<file path="src/binc_pkg.sv">
// ----------------------------------------------------------------------------
// binc_pkg
// Shared widths, result kinds and controller/datapath command and status types.
// ----------------------------------------------------------------------------
package binc_pkg;

    localparam int N_BITS          = 31;  // n and r field width
    localparam int COEF_BITS       = 63;  // coefficient field width
    localparam int RESULT_BITS_DEF = 64;  // signed result width, sets the limit
    localparam int CHUNK_BITS      = 32;  // multiplier slice width

    // which value a finished item returns
    typedef enum logic [1:0] {
        RES_ONE,
        RES_OVF,
        RES_QUO
    } t_kind;

    // controller -> datapath
    typedef struct packed {
        logic  load;        // capture n, r; derive k
        logic  mul_start;   // load multiplicand, clear accumulator
        logic  mul_den;     // multiplicand is the denominator, not numerator
        logic  mul_step;    // one slice of the product
        logic  num_commit;  // take product into numerator, next factor
        logic  den_init;    // start k! with factor k
        logic  den_commit;  // take product into denominator, next factor
        logic  div_init;    // set up the restoring divider
        logic  div_step;    // one quotient bit
        logic  out_write;   // load output register
        t_kind kind;
    } t_cmd;

    // datapath -> controller
    typedef struct packed {
        logic trivial;   // r > n or reduced r is zero
        logic mul_last;  // last slice in flight
        logic ovf;       // conservative product test tripped
        logic fac_last;  // last factor of the current product
        logic div_last;  // last quotient bit in flight
    } t_sts;

endpackage

</file>
<file path="src/binc_in_if.sv">
// ----------------------------------------------------------------------------
// binc_in_if
// Request channel: n and r with a valid/ready handshake.
// ----------------------------------------------------------------------------
interface binc_in_if;
    import binc_pkg::*;

    logic              valid;
    logic              ready;
    logic [N_BITS-1:0] set_size;
    logic [N_BITS-1:0] choose_count;

    modport source (output valid, output set_size, output choose_count, input ready);
    modport sink   (input valid, input set_size, input choose_count, output ready);
endinterface

</file>
<file path="src/binc_out_if.sv">
// ----------------------------------------------------------------------------
// binc_out_if
// Result channel: coefficient and overflow flag with a valid/ready handshake.
// ----------------------------------------------------------------------------
interface binc_out_if;
    import binc_pkg::*;

    logic                 valid;
    logic                 ready;
    logic [COEF_BITS-1:0] coefficient;
    logic                 overflow;

    modport source (output valid, output coefficient, output overflow, input ready);
    modport sink   (input valid, input coefficient, input overflow, output ready);
endinterface

</file>
<file path="src/binc_ctrl.sv">
// ----------------------------------------------------------------------------
// binc_ctrl
// Sequencer: numerator product with overflow test, k!, division, result.
// ----------------------------------------------------------------------------
module binc_ctrl (
    input  logic            i_clk,
    input  logic            i_rst_n,
    input  logic            i_in_valid,
    output logic            o_in_ready,
    output logic            o_out_valid,
    input  logic            i_out_ready,
    input  binc_pkg::t_sts  i_sts,
    output binc_pkg::t_cmd  o_cmd
);
    import binc_pkg::*;

    typedef enum logic [3:0] {
        ST_IDLE,
        ST_SETUP,
        ST_NSTART,
        ST_NMUL,
        ST_NCOMMIT,
        ST_DSTART,
        ST_DMUL,
        ST_DCOMMIT,
        ST_DIV,
        ST_FINISH
    } t_state;

    t_state r_state, n_state;
    t_kind  r_kind, n_kind;
    logic   r_out_valid, n_out_valid;
    t_cmd   cmd;

    always_comb begin
        n_state     = r_state;
        n_kind      = r_kind;
        n_out_valid = r_out_valid && !i_out_ready;
        cmd         = '0;
        cmd.kind    = r_kind;
        case (r_state)
            ST_IDLE: begin
                if (i_in_valid) begin
                    cmd.load = 1'b1;
                    n_state  = ST_SETUP;
                end
            end
            ST_SETUP: begin
                if (i_sts.trivial) begin
                    n_kind  = RES_ONE;
                    n_state = ST_FINISH;
                end else begin
                    n_state = ST_NSTART;
                end
            end
            ST_NSTART: begin
                cmd.mul_start = 1'b1;
                n_state       = ST_NMUL;
            end
            ST_NMUL: begin
                cmd.mul_step = 1'b1;
                if (i_sts.mul_last) begin
                    n_state = ST_NCOMMIT;
                end
            end
            ST_NCOMMIT: begin
                if (i_sts.ovf) begin
                    n_kind  = RES_OVF;
                    n_state = ST_FINISH;
                end else if (i_sts.fac_last) begin
                    cmd.num_commit = 1'b1;
                    cmd.den_init   = 1'b1;
                    n_state        = ST_DSTART;
                end else begin
                    cmd.num_commit = 1'b1;
                    n_state        = ST_NSTART;
                end
            end
            ST_DSTART: begin
                cmd.mul_start = 1'b1;
                cmd.mul_den   = 1'b1;
                n_state       = ST_DMUL;
            end
            ST_DMUL: begin
                cmd.mul_step = 1'b1;
                if (i_sts.mul_last) begin
                    n_state = ST_DCOMMIT;
                end
            end
            ST_DCOMMIT: begin
                cmd.den_commit = 1'b1;
                if (i_sts.fac_last) begin
                    cmd.div_init = 1'b1;
                    n_state      = ST_DIV;
                end else begin
                    n_state = ST_DSTART;
                end
            end
            ST_DIV: begin
                cmd.div_step = 1'b1;
                if (i_sts.div_last) begin
                    n_kind  = RES_QUO;
                    n_state = ST_FINISH;
                end
            end
            ST_FINISH: begin
                // wait for the output register to free up
                if (!r_out_valid || i_out_ready) begin
                    cmd.out_write = 1'b1;
                    n_out_valid   = 1'b1;
                    n_state       = ST_IDLE;
                end
            end
            default: begin
                n_state = ST_IDLE;
            end
        endcase
    end

    always_ff @(posedge i_clk) begin
        if (!i_rst_n) begin
            r_state     <= ST_IDLE;
            r_kind      <= RES_ONE;
            r_out_valid <= 1'b0;
        end else begin
            r_state     <= n_state;
            r_kind      <= n_kind;
            r_out_valid <= n_out_valid;
        end
    end

    assign o_cmd       = cmd;
    assign o_in_ready  = (r_state == ST_IDLE);
    assign o_out_valid = r_out_valid;

endmodule

</file>
<file path="src/binc_dp.sv">
// ----------------------------------------------------------------------------
// binc_dp
// Datapath: sliced multiplier, overflow compare, restoring divider, output reg.
// ----------------------------------------------------------------------------
module binc_dp #(
    parameter int RESULT_BITS = binc_pkg::RESULT_BITS_DEF
) (
    input  logic                           i_clk,
    input  binc_pkg::t_cmd                 i_cmd,
    input  logic [binc_pkg::N_BITS-1:0]    i_set_size,
    input  logic [binc_pkg::N_BITS-1:0]    i_choose_count,
    output binc_pkg::t_sts                 o_sts,
    output logic [binc_pkg::COEF_BITS-1:0] o_coefficient,
    output logic                           o_overflow
);
    import binc_pkg::*;

    localparam int NUM_W = RESULT_BITS - 1;                         // product width
    localparam int NCH   = (NUM_W + CHUNK_BITS - 1) / CHUNK_BITS;   // slices
    localparam int A_W   = NCH * CHUNK_BITS;
    localparam int ACC_W = A_W + N_BITS;
    localparam int CNT_W = $clog2(NCH + 1);
    localparam int BIT_W = $clog2(NUM_W + 1);
    localparam int PP_W  = CHUNK_BITS + N_BITS;
    localparam logic [NUM_W-1:0] LIMIT = '1;

    logic [N_BITS-1:0]    r_k, r_i, r_left;
    logic                 r_trivial;
    logic [NUM_W-1:0]     r_num, r_den, r_rem, r_quo;
    logic [A_W-1:0]       r_a;
    logic [ACC_W-1:0]     r_acc;
    logic [CNT_W-1:0]     r_cnt;
    logic [BIT_W-1:0]     r_bits;
    logic [COEF_BITS-1:0] r_coef;
    logic                 r_ovf;

    logic [N_BITS-1:0]   diff, k_in;
    logic [PP_W-1:0]     pp;
    logic [ACC_W:0]      test_sum;
    logic [NUM_W:0]      rem_sh;
    logic                rem_ge;

    // reduced r
    assign diff = i_set_size - i_choose_count;
    assign k_in = (diff < i_choose_count) ? diff : i_choose_count;

    // one slice product, most significant slice first
    assign pp = r_a[A_W-1 -: CHUNK_BITS] * r_i;

    // p >= floor(L/i)  <=>  p*i + i > L
    assign test_sum = {1'b0, r_acc} + (ACC_W + 1)'(r_i);

    assign rem_sh = {r_rem, r_quo[NUM_W-1]};
    assign rem_ge = (rem_sh >= {1'b0, r_den});

    always_ff @(posedge i_clk) begin
        if (i_cmd.load) begin
            r_trivial <= (i_choose_count > i_set_size) || (k_in == '0);
            r_k       <= k_in;
            r_left    <= k_in;
            r_i       <= i_set_size;
            r_num     <= NUM_W'(1);
        end
        if (i_cmd.mul_start) begin
            r_a   <= i_cmd.mul_den ? A_W'(r_den) : A_W'(r_num);
            r_acc <= '0;
            r_cnt <= CNT_W'(NCH);
        end
        if (i_cmd.mul_step) begin
            r_a   <= r_a << CHUNK_BITS;
            r_acc <= (r_acc << CHUNK_BITS) + ACC_W'(pp);
            r_cnt <= r_cnt - 1'b1;
        end
        if (i_cmd.num_commit) begin
            r_num <= r_acc[NUM_W-1:0];
        end
        // k! starts at factor k; otherwise step to the next factor
        if (i_cmd.den_init) begin
            r_den  <= NUM_W'(1);
            r_i    <= r_k;
            r_left <= r_k;
        end else if (i_cmd.num_commit || i_cmd.den_commit) begin
            r_i    <= r_i - 1'b1;
            r_left <= r_left - 1'b1;
        end
        if (i_cmd.den_commit) begin
            r_den <= r_acc[NUM_W-1:0];
        end
        if (i_cmd.div_init) begin
            r_rem  <= '0;
            r_quo  <= r_num;
            r_bits <= BIT_W'(NUM_W);
        end
        if (i_cmd.div_step) begin
            r_rem  <= rem_ge ? NUM_W'(rem_sh - {1'b0, r_den}) : rem_sh[NUM_W-1:0];
            r_quo  <= {r_quo[NUM_W-2:0], rem_ge};
            r_bits <= r_bits - 1'b1;
        end
        if (i_cmd.out_write) begin
            case (i_cmd.kind)
                RES_ONE: begin
                    r_coef <= COEF_BITS'(1);
                    r_ovf  <= 1'b0;
                end
                RES_OVF: begin
                    r_coef <= '0;
                    r_ovf  <= 1'b1;
                end
                RES_QUO: begin
                    r_coef <= COEF_BITS'(r_quo);
                    r_ovf  <= 1'b0;
                end
                default: begin
                    r_coef <= '0;
                    r_ovf  <= 1'b0;
                end
            endcase
        end
    end

    assign o_sts.trivial  = r_trivial;
    assign o_sts.mul_last = (r_cnt == CNT_W'(1));
    assign o_sts.ovf      = (test_sum > (ACC_W + 1)'(LIMIT));
    assign o_sts.fac_last = (r_left == N_BITS'(1));
    assign o_sts.div_last = (r_bits == BIT_W'(1));

    assign o_coefficient = r_coef;
    assign o_overflow    = r_ovf;

endmodule

</file>
<file path="src/binomial_coefficient_checked_core.sv">
// ----------------------------------------------------------------------------
// binomial_coefficient_checked_core
// n choose r with a conservative signed-limit overflow check.
// ----------------------------------------------------------------------------
//  channel | dir | beat contents                 | handshake
//  --------+-----+-------------------------------+------------------
//  i_in    | in  | set_size (n), choose_count (r) | valid & ready
//  o_out   | out | coefficient, overflow         | valid & ready
//
//  Per beat: idle, setup and finish when r > n or reduced r is zero;
//  otherwise a start, one multiply step per slice and a commit per
//  numerator factor and per factor of k!, then one divider step per
//  quotient bit and finish (NCH = ceil((RESULT_BITS-1)/32) slices of the
//  shared 32x31 multiplier). At 64 bits k is at most 14 without overflow.
//  Overflow ends the item at the first factor that trips the test.
//  Reset is synchronous, active low; one request is worked at a time.
//  A finished result sits in the output register while the next request is
//  taken; the block stalls only if a second result is ready before the first
//  beat leaves.
// ----------------------------------------------------------------------------
module binomial_coefficient_checked_core #(
    parameter int RESULT_BITS = binc_pkg::RESULT_BITS_DEF
) (
    input  logic       i_clk,
    input  logic       i_rst_n,
    binc_in_if.sink    i_in,
    binc_out_if.source o_out
);
    import binc_pkg::*;

    t_cmd cmd;  // sequencer commands
    t_sts sts;  // datapath status

    // sequencer: ready only when idle, owns the output valid
    binc_ctrl u_ctrl (
        .i_clk       (i_clk),
        .i_rst_n     (i_rst_n),
        .i_in_valid  (i_in.valid),
        .o_in_ready  (i_in.ready),
        .o_out_valid (o_out.valid),
        .i_out_ready (o_out.ready),
        .i_sts       (sts),
        .o_cmd       (cmd)
    );

    // arithmetic: multiplier slices, limit compare, divider, result register
    binc_dp #(
        .RESULT_BITS (RESULT_BITS)
    ) u_dp (
        .i_clk          (i_clk),
        .i_cmd          (cmd),
        .i_set_size     (i_in.set_size),
        .i_choose_count (i_in.choose_count),
        .o_sts          (sts),
        .o_coefficient  (o_out.coefficient),
        .o_overflow     (o_out.overflow)
    );

endmodule

</file>
<file path="src/flat_wrapper.sv">
// flat-port wrapper written by rule: the top's interface ports become plain ports
module binomial_coefficient_checked_core_flat import binc_pkg::*;
#(
    parameter int RESULT_BITS = binc_pkg::RESULT_BITS_DEF
)
  (i_clk, i_rst_n, i_in_valid, i_in_set_size, i_in_choose_count, i_in_ready, o_out_valid, o_out_coefficient, o_out_overflow, o_out_ready);
  binc_in_if i_in_i ();
  binc_out_if o_out_i ();
  input  logic i_clk;
  input  logic i_rst_n;
  input wire logic [$bits(i_in_i.valid)-1:0] i_in_valid;
  input wire logic [$bits(i_in_i.set_size)-1:0] i_in_set_size;
  input wire logic [$bits(i_in_i.choose_count)-1:0] i_in_choose_count;
  output wire logic [$bits(i_in_i.ready)-1:0] i_in_ready;
  output wire logic [$bits(o_out_i.valid)-1:0] o_out_valid;
  output wire logic [$bits(o_out_i.coefficient)-1:0] o_out_coefficient;
  output wire logic [$bits(o_out_i.overflow)-1:0] o_out_overflow;
  input wire logic [$bits(o_out_i.ready)-1:0] o_out_ready;
  assign i_in_i.valid = i_in_valid;
  assign i_in_i.set_size = i_in_set_size;
  assign i_in_i.choose_count = i_in_choose_count;
  assign i_in_ready = i_in_i.ready;
  assign o_out_valid = o_out_i.valid;
  assign o_out_coefficient = o_out_i.coefficient;
  assign o_out_overflow = o_out_i.overflow;
  assign o_out_i.ready = o_out_ready;
  binomial_coefficient_checked_core #(.RESULT_BITS(RESULT_BITS)) u_core (.i_clk(i_clk), .i_rst_n(i_rst_n), .i_in(i_in_i), .o_out(o_out_i));
endmodule
</file>
<file path="config.mk">
export PLATFORM = sky130hd
export DESIGN_NAME = binomial_coefficient_checked_core_flat
export DESIGN_NICKNAME = d
export VERILOG_FILES = /design/src/binc_pkg.sv /design/src/binc_in_if.sv /design/src/binc_out_if.sv /design/src/binc_ctrl.sv /design/src/binc_dp.sv /design/src/binomial_coefficient_checked_core.sv /design/src/flat_wrapper.sv
export SDC_FILE = /design/constraint.sdc
export NUM_CORES = 2
export LEC_CHECK = 0
export BUFFER_PORTS_ARGS = -buffer_cell sky130_fd_sc_hd__buf_2
export CAP_MARGIN = 20
export CORE_MARGIN = 2
export CORE_UTILIZATION = 60
export CTS_CLUSTER_DIAMETER = 100
export DETAILED_ROUTE_END_ITERATION = 6
export GPL_ROUTABILITY_DRIVEN = 0
export PLACE_DENSITY = 0.75
export SKIP_LAST_GASP = 1
export SYNTH_ARGS = -nofsm -noshare
export SYNTH_HDL_FRONTEND = slang
export SYNTH_SLANG_ARGS = --single-unit
</file>
<file path="constraint.sdc">
create_clock -name i_clk -period 14.3 [get_ports i_clk]
set_input_delay 2.86 -clock i_clk [delete_from_list [all_inputs] [get_ports i_clk]]
set_output_delay 2.86 -clock i_clk [all_outputs]
set_load 0.005 [all_outputs]
</file>
==> key figures <==
Logic synthesis
  • Most used DFF post-synth: edfxtp_1
  • Area contributors post-synth: fa_1 (26%), edfxtp_1 (24%), ha_1 (8.1%)
  • Net Count, Synth: 9,012
  • Number of enable flip-flop cells after synthesis: between 500 and 600
  • Yosys reg bits: ~580
  • Synth Warn #: 0
  • Register area share after synthesis: roughly a quarter
  • Cell taking the most area after synthesis: fa_1
  • Yosys top cell area share: a little over a quarter
  • Post-Syn Area: 69,000 sq um
  • Synthesized area per cell: about 9 sq um
  • Cells after Synth: between 7k and 8k
  • Unique cell type count in the Yosys netlist: 84
  • Ys async rst share: 0%

Routing
  • Total Wirelength: 205,000 um
  • Drt initial violations: a little under 6k
  • DR vias: between 50k and 60k
  • Routed wl met3: around 26,000 um
  • # DRC: 150
  • Via density: 6.17
  • DRT met1 WL: around 76,000 um
  • ANT nets after route: 0
  • DR WL met2: 90,800 um
  • Routed WL per cell: roughly 23 um
  • Highest Signal Layer: met5
  • Drt pass-1 iters: 7

CTS
  • Clock insertion delay at the later pin of the skew report: between 0.6 and 0.7 ns
  • Setup repair bufs after CTS: 0
  • CTS tree: done
  • Worst-path clk slew: ~0.060 ns
  • CTS resizes: 0
  • Clock Sinks: around 580
  • Max H-tree Level: 2
  • Clock buffer count from CTS: slightly above 60
  • Clock root cell: clkbuf_16
  • CTS Buffer Depth: 3
  • Post-CTS Hold Fix Bufs: 0

Finish
  • Commonest cells after routing, fill and taps aside: inv_1 (1,230), nand2_1 (1,088), fa_1 (903)
  • Layout area overhead: 5.68%
  • Filler cell count: roughly 9.5k
  • Most common cell after layout, fill and taps aside: inv_1
  • Share of layout cells above drive strength 1: between 5 and 6%
  • Fin nets: between 8k and 9k

Floorplanning
  • Num rows: 124
  • Starting density of the core: around three fifths
  • Io pins: between 100 and 150
  • Die area: between 100,000 and 150,000 sq um
  • Die Y: between 300 and 400 um
  • Die Width: about 340 um
  • Core area: about 110,000 sq um

Critical path
  • Most used cell, CP: fa_1
  • Largest fanout on the critical path: 37
  • Worst EP arrival: roughly 10 ns
  • Kind of critical path: reg -> reg
  • CP max-delay cell: a2111oi_0
  • CP required: ~15 ns
  • CP Launch Type: flip-flop
  • Endpoint type of the worst setup path: flip-flop
  • Slowest stage delay, CP: about 0.63 ns

Global route
  • Vias in the first global route: around 57k
  • First-pass GRT wire length: 322,000 um
  • Antenna violations before repair: 6
  • Total Routing Usage GR: between 30 and 40%
  • Pin count of the biggest net entering global routing: around 110
  • Grt ovf: 0

Timing
  • Count of final hold-check violations: 0
  • Min Clock Period, post-route: between 9 and 10 ns
  • Setup TNS: 0 ns
  • Slew margin rel.: 17.6%
  • Final setup fails: 0
  • Peak Freq: between 100 and 150 MHz
  • RSZ-0062 raised after global routing: no
  • Min Hold Slack: about 0.5 ns
  • Tcrit/Tclk final: roughly 70%
  • Worst-margin pin slew: 1.20 ns
  • Pins Over Slew Limit: 0
  • Clock skew: slightly below 0.06 ns
  • Post-route setup slack: ~4.4 ns

Placed design
  • Setup Slack @ Placement: 4.57 ns
  • Buffers on Ports: about 130
  • DP HPWL: about 150,000 um

Run
  • Max Cap Viol: 0

Run status
  • Failing checks: design-rule violations
  • Outcome: finished with violations

Min path
  • Min-delay worst type: reg -> reg
[logic make-up (layout without fill, tap and decap cells)]
family                     count (synthesis)  count (layout)  share of synthesized area, %
buffers and inverters                   1649            1581                          9.00
adders and majority gates               1347            1347                          34.3
DFF                                      584             584                          24.9
other                                      0               1                             0
and+or+nand+nor                         2667            2667                          18.3
AOI/OAI and AO/OA                       1104            1104                          10.3
xor gates and xnor gates                 209             209                          2.65
muxes                                     39              39                         0.580
[cells in the mapped netlist, types with 16 or more instances]
cell      number
inv_1       1231
dfxtp_1       39
fa_1         903
a222oi_1      34
nor4_1        40
a21o_1       112
a31oi_1       33
o21a_1        33
o211ai_1      77
xnor2_1      134
or4_1         23
a21oi_1      291
a211oi_1      55
nand3_1      105
nand4_1       63
nor2b_1       36
nand2b_1      25
o21bai_1      30
nand2_1     1091
or3_1         30
xor2_1        75
o21ai_0      265
mux2i_1       31
and3_1        68
o31ai_1       16
clkbuf_1     391
nor2_1       485
edfxtp_1     545
and2_1       538
nor3_1       101
or2_2         16
buf_1         22
ha_1         444
[routing by layer]
layer / up-vias / track usage (%)
li1: 24400 / -
met1: 27200 / 45.8
met2: 3433 / 55.5
met3: 790 / 9.79
met4: 12 / 17.6
met5: - / 0.240
[per-stage QoR]
stage               std cells  cell area, sq um  utilization (%)
finish                   9044             72900             63.8
floorplan                7599             69000                -
CTS                      9042             72900             63.8
global route             9044             72900             63.8
global placement         8926             70800             62.0
detailed placement       8926             70800             62.0
[worst max-delay path: cells and delay by family, from the launching register on]
kind / cells / cell delay (ns)
DFF: 1 / 0.32
adders and majority gates: 9 / 4.42
and+or+nand+nor: 4 / 1.13
buffers and inverters: 7 / 0.77
AOI/OAI and AO/OA: 9 / 2.96
[registers in the layout, summed over array words and instances (netlist names)]
register                   count
u_core.u_dp.r_trivial          1
u_core.u_dp.r_k               31
u_core.u_dp.r_quo             63
u_core.u_dp.r_rem             63
u_core.u_dp.r_a               64
u_core.u_dp.r_cnt              2
u_core.u_dp.r_i               31
u_core.u_dp.r_bits             6
u_core.u_ctrl.r_state          4
u_core.u_dp.r_acc             95
u_core.u_ctrl.o_out_valid      1
u_core.u_dp.r_left            31
u_core.u_dp.o_coefficient     63
u_core.u_dp.r_num             63
u_core.u_dp.o_overflow         1
u_core.u_dp.r_den             63
u_core.u_ctrl.r_kind           2
[layout make-up]
class / count / area [sq um] / area share (%)
diodes: 1 / 2.50 / 0.00343
clock buffers: 81 / 1700 / 2.34
clock inverters: 35 / 347 / 0.475
inverters: 1232 / 4630 / 6.35
multi-input cells: 5366 / 45800 / 62.8
flip-flops and latches: 584 / 17100 / 23.5
well taps: 1512 / 1890 / 2.60
repair buffers: 233 / 1420 / 1.95
[final timing paths]
check,from,endpoint,slack (ns),cells after the start
max,u_core.u_dp.r_i[5]$_DFFE_PP_,u_core.u_dp.r_acc[82]$_SDFFCE_PP0P_,4.44,29
min,u_core.u_dp.r_a[31]$_SDFFE_PN0P_,u_core.u_dp.r_a[31]$_SDFFE_PN0P_,0.50,2
max reg2reg,u_core.u_dp.r_i[5]$_DFFE_PP_,u_core.u_dp.r_acc[82]$_SDFFCE_PP0P_,4.44,29
min reg2reg,u_core.u_dp.r_a[31]$_SDFFE_PN0P_,u_core.u_dp.r_a[31]$_SDFFE_PN0P_,0.50,2
Power is not shown: default switching activity piles up to over one toggle a cycle in this logic, so the estimate is an artifact.
